### src/rtl/segment_intersect_point_distance_assert.svh
// Assertion macros for the segment intersection block
`ifndef SEGMENT_INTERSECT_POINT_DISTANCE_ASSERT_SVH
`define SEGMENT_INTERSECT_POINT_DISTANCE_ASSERT_SVH

// same-cycle implication
`define SIPD_ASSERT_IMPL(lbl, clk, rstn, ante, cons) \
  lbl: assert property (@(posedge clk) disable iff (!rstn) (ante) |-> (cons)) \
    else $error("sipd assertion failed");

// next-cycle implication
`define SIPD_ASSERT_NEXT(lbl, clk, rstn, ante, cons) \
  lbl: assert property (@(posedge clk) disable iff (!rstn) (ante) |=> (cons)) \
    else $error("sipd assertion failed");

`endif

### src/rtl/sipd_pkg.sv
package sipd_pkg;

  localparam int CoordBits     = 16;
  localparam int RatioFracBits = 16;
  localparam int DiffBits      = CoordBits + 1;
  localparam int ProdBits      = 2 * DiffBits;
  localparam int CrossBits     = ProdBits + 1;
  localparam int MagBits       = ProdBits;
  localparam int RemBits       = MagBits + 1;
  localparam int RootBits      = DiffBits;
  localparam int SqSteps       = RootBits;
  localparam int IterSteps     = (RatioFracBits > SqSteps) ? RatioFracBits : SqSteps;
  localparam int DistBits      = 17;
  localparam int ScaleBits     = DiffBits + RatioFracBits + 1;
  localparam int DprodBits     = RootBits + RatioFracBits;

  typedef struct packed {
    logic signed [CoordBits-1:0] first_start_x;
    logic signed [CoordBits-1:0] first_start_y;
    logic signed [CoordBits-1:0] first_end_x;
    logic signed [CoordBits-1:0] first_end_y;
    logic signed [CoordBits-1:0] second_start_x;
    logic signed [CoordBits-1:0] second_start_y;
    logic signed [CoordBits-1:0] second_end_x;
    logic signed [CoordBits-1:0] second_end_y;
  } seg_req_t;

  typedef struct packed {
    logic                        hit;
    logic signed [CoordBits-1:0] hit_x;
    logic signed [CoordBits-1:0] hit_y;
    logic [DistBits-1:0]         hit_distance;
  } seg_rsp_t;

  typedef struct packed {
    logic signed [CoordBits-1:0] ax;
    logic signed [CoordBits-1:0] ay;
    logic signed [DiffBits-1:0]  abx;
    logic signed [DiffBits-1:0]  aby;
    logic                        ok;
  } side_t;

  typedef struct packed {
    logic                     valid;
    side_t                    side;
    logic [MagBits-1:0]       den;
    logic [RemBits-1:0]       rrem;
    logic [RemBits-1:0]       srem;
    logic [RatioFracBits-1:0] rq;
    logic [RatioFracBits-1:0] sq;
    logic [MagBits-1:0]       sv;
    logic [MagBits-1:0]       sres;
  } iter_t;

  function automatic logic signed [DiffBits-1:0] sx(input logic signed [CoordBits-1:0] a);
    sx = {a[CoordBits-1], a};
  endfunction

  function automatic logic signed [CrossBits-1:0] px(input logic signed [ProdBits-1:0] a);
    px = {a[ProdBits-1], a};
  endfunction

  function automatic logic [MagBits-1:0] mag(input logic signed [CrossBits-1:0] a);
    logic signed [CrossBits-1:0] n;
    n = -a;
    mag = a[CrossBits-1] ? n[MagBits-1:0] : a[MagBits-1:0];
  endfunction

endpackage

### src/rtl/sipd_back.sv
module sipd_back (
  input  logic               clk_i,
  input  logic               rst_ni,
  input  logic               en_i,
  input  sipd_pkg::iter_t    item_i,
  output logic               valid_o,
  output sipd_pkg::seg_rsp_t rsp_o
);
  import sipd_pkg::*;

  // stage A: scale by r
  logic                        va_q, hit_a_q;
  logic signed [CoordBits-1:0] ax_a_q, ay_a_q;
  logic signed [ScaleBits-1:0] sx_a_q, sy_a_q;
  logic [DprodBits-1:0]        dp_a_q;
  logic signed [RatioFracBits:0] r_s;

  assign r_s = {1'b0, item_i.rq};

  always_ff @(posedge clk_i or negedge rst_ni) begin
    if (!rst_ni) begin
      va_q <= 1'b0;
    end else if (en_i) begin
      va_q <= item_i.valid;
    end
  end

  always_ff @(posedge clk_i) begin
    if (en_i) begin
      hit_a_q <= item_i.side.ok && (item_i.rq != '0) && (item_i.sq != '0);
      ax_a_q  <= item_i.side.ax;
      ay_a_q  <= item_i.side.ay;
      sx_a_q  <= item_i.side.abx * r_s;
      sy_a_q  <= item_i.side.aby * r_s;
      dp_a_q  <= item_i.sres[RootBits-1:0] * item_i.rq;
    end
  end

  // stage B: round, offset, saturate
  logic signed [ScaleBits-1:0] rx, ry;
  logic [DprodBits:0]          dsum;
  logic [DprodBits:0]          dist_sh;
  seg_rsp_t                    rsp_d, rsp_q;
  logic                        vb_q;

  always_comb begin
    rx   = (sx_a_q + (ScaleBits'(1) << (RatioFracBits - 1))) >>> RatioFracBits;
    ry   = (sy_a_q + (ScaleBits'(1) << (RatioFracBits - 1))) >>> RatioFracBits;
    dsum = {1'b0, dp_a_q} + ((DprodBits + 1)'(1) << (RatioFracBits - 1));
    dist_sh = dsum >> RatioFracBits;
    rsp_d = '0;
    if (hit_a_q) begin
      rsp_d.hit   = 1'b1;
      rsp_d.hit_x = ax_a_q + rx[CoordBits-1:0];
      rsp_d.hit_y = ay_a_q + ry[CoordBits-1:0];
      if (dist_sh > (DprodBits + 1)'({DistBits{1'b1}})) begin
        rsp_d.hit_distance = '1;
      end else begin
        rsp_d.hit_distance = dist_sh[DistBits-1:0];
      end
    end
  end

  always_ff @(posedge clk_i or negedge rst_ni) begin
    if (!rst_ni) begin
      vb_q <= 1'b0;
    end else if (en_i) begin
      vb_q <= va_q;
    end
  end

  always_ff @(posedge clk_i) begin
    if (en_i) begin
      rsp_q <= rsp_d;
    end
  end

  assign valid_o = vb_q;
  assign rsp_o   = rsp_q;

endmodule
### config.mk
export PLATFORM = sky130hd
export DESIGN_NAME = sipd_back
export DESIGN_NICKNAME = d
export VERILOG_FILES = /design/src/rtl/segment_intersect_point_distance_assert.svh /design/src/rtl/sipd_pkg.sv /design/src/rtl/sipd_back.sv
export SDC_FILE = /design/constraint.sdc
export NUM_CORES = 2
export LEC_CHECK = 0
export BUFFER_PORTS_ARGS = -buffer_cell sky130_fd_sc_hd__clkbuf_2
export CAP_MARGIN = 10
export CORE_AREA = 2 2 253 255
export CTS_BUF_LIST = sky130_fd_sc_hd__clkbuf_4 sky130_fd_sc_hd__clkbuf_8 sky130_fd_sc_hd__clkbuf_16
export DETAILED_ROUTE_END_ITERATION = 12
export DIE_AREA = 0 0 255 257
export PLACE_DENSITY = 0.71
export SLEW_MARGIN = 40
export SYNTH_ARGS = -nofsm -noshare
export SYNTH_HDL_FRONTEND = slang
export SYNTH_SLANG_ARGS = --single-unit
### constraint.sdc
create_clock -name clk_i -period 4.66 [get_ports clk_i]
set_input_delay 0.932 -clock clk_i [delete_from_list [all_inputs] [get_ports clk_i]]
set_output_delay 0.932 -clock clk_i [all_outputs]
set_load 0.03 [all_outputs]
==> results.sh <==
export IMPL_worst_slack_setup_final_ns=-1.72
export IMPL_yosys_warnings=0
export IMPL_cts_tree="built"
export IMPL_dr_first_iter_drc_count=1731
export IMPL_r2r_cells=15
export IMPL_finalMaxSlewViolations=0
export IMPL_yosys_most_used_dff="sky130_fd_sc_hd__edfxtp_1"
export IMPL_worst_setup_path_type="in -> reg"
export IMPL_gr_total_overflow=0
export IMPL_ctsRootBufferMaster="sky130_fd_sc_hd__clkbuf_16"
export IMPL_cts_buffers=17
export IMPL_nFillCells=4766
export IMPL_detail_route_antenna_nets=0
export IMPL_placement_setup_worst_slack_ns=-2.38
export IMPL_maximum_number_of_pins_on_one_net_before_global_route_repair=77
export IMPL_grt_setup_unrepaired="true"
export IMPL_synthesis_area_per_instance_um2=9.57
export IMPL_slew_headroom=0.477
export IMPL_postRouteWirelength_um=86700
export IMPL_endpoint_kind="flip-flop"
export IMPL_gp_congestion=0.934
export IMPL_crit_slowest_cell="sky130_fd_sc_hd__fa_1"
export IMPL_drive_gt1_frac=0.222
export IMPL_fin_crit_sh=1.37
export IMPL_cp_start_kind="primary input"
export IMPL_path_clk_slew_ns=0.07
export IMPL_netlist_cell_types=64
export IMPL_highest_fanout_seen_on_the_critical_path=5
export IMPL_io_pins=326
export IMPL_crit_path_frequent_cell="sky130_fd_sc_hd__fa_1"
export IMPL_leading_area_contributor_after_synthesis="sky130_fd_sc_hd__fa_1"
export IMPL_critPathArrivalTime_ns=6.61
export IMPL_cp_cell_sequence="clkbuf_16, buf_8, buf_6, and2_4, fa_1, fa_1, fa_1, fa_1, fa_1, inv_1, fa_1, inv_2, ha_4, o21a_1, nor2_4, nor3_2, a211oi_2, o21ai_4, a41o_1, o41a_1, a21oi_2, xnor2_1"
export IMPL_top_area_cell_type_share_of_the_netlist_area=0.431
export IMPL_failed_checks="setup timing"
export IMPL_synthToLayoutAreaGrowth_pct=22.2
export IMPL_grtUsageTotal=0.272
export IMPL_fin_worst_skew_ns=0.0122
export IMPL_rows=92
export IMPL_via_count=25813
export IMPL_synthTopCellsByCount="859 x sky130_fd_sc_hd__inv_1, 739 x sky130_fd_sc_hd__fa_1, 473 x sky130_fd_sc_hd__nand2_1, 401 x sky130_fd_sc_hd__and2_1, 295 x sky130_fd_sc_hd__ha_1"
export IMPL_finalNetCount=5394
export IMPL_cts_hold_buf=0
export IMPL_async_flop_share=0.0146
export IMPL_postLayoutCoreUtil=0.669
export IMPL_synthesis_area_um2=34300
export IMPL_routed_via_density=5.22
export IMPL_number_of_detailed_routing_iterations_run_before_antenna_repair=5
export IMPL_remaining_drc_errors=0
export IMPL_worst_hold_slack_ns=0.226
export IMPL_post_synth_top_count_cell="sky130_fd_sc_hd__inv_1"
export IMPL_timing_critical_path_buf_inv=5
export IMPL_die_w_um=255
export IMPL_synth_enable_flop_cells=135
export IMPL_detail_route_wl_per_cell_um=17.5
export IMPL_initial_core_utilization=0.547
export IMPL_first_pass_grt_wire_length_um=140000
export IMPL_clkSinkCount=137
export IMPL_reg2reg_to="rsp_o[32]$_SDFFCE_PN0P_"
export IMPL_worstMarginPinSlew_ns=0.784
export IMPL_place_port_buffers=170
export IMPL_synth_sequential_area_ratio=0.120
export IMPL_r2r_setup_slack_ns=1.15
export IMPL_clock_path_buffers=2
export IMPL_hold_viol=0
export IMPL_timing_max_cap_violations=0
export IMPL_cts_htree_levels=4
export IMPL_cp_top_family="adder cells"
export IMPL_core_area_um2=62700
export IMPL_postSynthRegisterBits=137
export IMPL_antenna_found_initial=2
export IMPL_yosys_top_cells_area="sky130_fd_sc_hd__fa_1 43%, sky130_fd_sc_hd__edfxtp_1 12%, sky130_fd_sc_hd__ha_1 11%"
export IMPL_clock_latency_ns=0.48
export IMPL_critical_path_max_stage_delay_ns=0.59
export IMPL_number_of_global_route_vias_before_repair=27547
export IMPL_min_period_ns=6.38
export IMPL_synthesis_instances=3588
export IMPL_crit_required_ns=4.89
export IMPL_outcome="finished with violations"
export IMPL_dp_hpwl_um=66900
export IMPL_reg2reg_from="sy_a_q[17]$_DFFE_PP_"
export IMPL_setup_violations_final=52
export IMPL_timing_hold_worst_class="in -> async"
export IMPL_mappedNetlistNets=4897
export IMPL_die_height_um=257
export IMPL_design_die_area_um2=65500
export IMPL_fmaxAchievable_ghz=0.157
-- per-layer routing --
metal,global-route usage,routed length [um],vias up
li1,-,-,11683
met1,0.371,35900,13108
met2,0.455,42200,855
met3,0.0369,6080,165
met4,0.0815,2460,2
met5,0,13,-
-- cell usage in the layout, fill, tap and decap left out, types with 12 or more instances in the layout --
cell / instances
sky130_fd_sc_hd__nand2_1: 461
sky130_fd_sc_hd__and2_1: 359
sky130_fd_sc_hd__fa_1: 706
sky130_fd_sc_hd__inv_2: 43
sky130_fd_sc_hd__buf_12: 32
sky130_fd_sc_hd__nand3_1: 40
sky130_fd_sc_hd__nor2_1: 44
sky130_fd_sc_hd__a21oi_1: 33
sky130_fd_sc_hd__ha_4: 29
sky130_fd_sc_hd__a21oi_2: 18
sky130_fd_sc_hd__and3_1: 24
sky130_fd_sc_hd__edfxtp_1: 135
sky130_fd_sc_hd__and2_4: 42
sky130_fd_sc_hd__nand4_1: 12
sky130_fd_sc_hd__clkbuf_16: 31
sky130_fd_sc_hd__buf_6: 41
sky130_fd_sc_hd__a21boi_0: 13
sky130_fd_sc_hd__fa_2: 33
sky130_fd_sc_hd__o21ai_0: 16
sky130_fd_sc_hd__buf_4: 365
sky130_fd_sc_hd__a21o_1: 33
sky130_fd_sc_hd__o21bai_1: 13
sky130_fd_sc_hd__ha_1: 260
sky130_fd_sc_hd__clkbuf_2: 146
sky130_fd_sc_hd__xnor2_1: 86
sky130_fd_sc_hd__xor2_1: 52
sky130_fd_sc_hd__inv_1: 816
-- timing repair --
item	CTS	global route
setup endpoints to repair	52	52
pin swaps	52	141
resized for setup	194	163
cloned	10	7
setup buffers	50	29
-- worst register-to-register path, delay by kind of cell (launching register included) --
kind                     cells  cell delay, ns
AND/OR/NAND/NOR              5            0.79
buffers and inverters        1            0.06
flip-flops                   1            0.41
adder cells (fa/ha/maj)      1            0.34
AO/OA/AOI/OAI                6            1.32
XOR/XNOR                     2            0.35
-- state kept, by name (all words and copies together), names as in the netlist --
register and count:
ay_a_q 16, ax_a_q 16, dp_a_q 18, valid_o 1
sy_a_q 17, rsp_o 50, hit_a_q 1, va_q 1
sx_a_q 17
-- cell type report --
cell class | instances | area, um^2 | area share
Tap cell | 846 | 1060 | 0.0252
Timing Repair Buffer | 628 | 5430 | 0.129
Multi-Input combinational cell | 2442 | 27500 | 0.656
Antenna cell | 2 | 5.00 | 0.000119
Inverter | 859 | 3220 | 0.0768
Clock buffer | 17 | 425 | 0.0101
Sequential cell | 137 | 4100 | 0.0978
Clock inverter | 15 | 180 | 0.00429
-- worst max-delay path by stage --
stage	start	endpoint	slack (ns)	depth (start not counted)
final	item_i[6]	dp_a_q[32]$_DFFE_PP_	-1.72	22
after global routing	item_i[6]	dp_a_q[32]$_DFFE_PP_	-1.86	22
after CTS	item_i[89]	sy_a_q[31]$_DFFE_PP_	-1.58	23
after detailed placement	item_i[89]	dp_a_q[32]$_DFFE_PP_	-2.38	21
after global placement	item_i[89]	dp_a_q[32]$_DFFE_PP_	-2.31	21
after floorplan	item_i[88]	dp_a_q[32]$_DFFE_PP_	-1.80	21
-- kinds of logic (layout without fill, tap and decap cells) --
logic type	Yosys count	in the layout	share of synthesized area
buffers and inverters	1009	1519	0.110
other	0	2	0
xor gates and xnor gates	144	144	0.0367
DFF	137	137	0.120
adders and majority gates	1034	1034	0.538
and+or+nand+nor	1060	1060	0.153
AOI/OAI and AO/OA	201	201	0.0408
muxes	3	3	0.000947
-- through the flow --
| step | area, um^2 | std cells | setup TNS, ns |
|---|---|---|---|
| after floorplan | 34900 | 3588 | -71.62 |
| after global placement | 39200 | 4843 | -95.45 |
| after detailed placement | 39200 | 4843 | -98.92 |
| after CTS | 41200 | 4929 | -66.33 |
| after global routing | 42000 | 4945 | -79.34 |
| final | 42000 | 4946 | -70.95 |
Power is left out: the tool's default activity adds up to more than one toggle a clock period on the data nets, which glitch-free logic cannot reach.
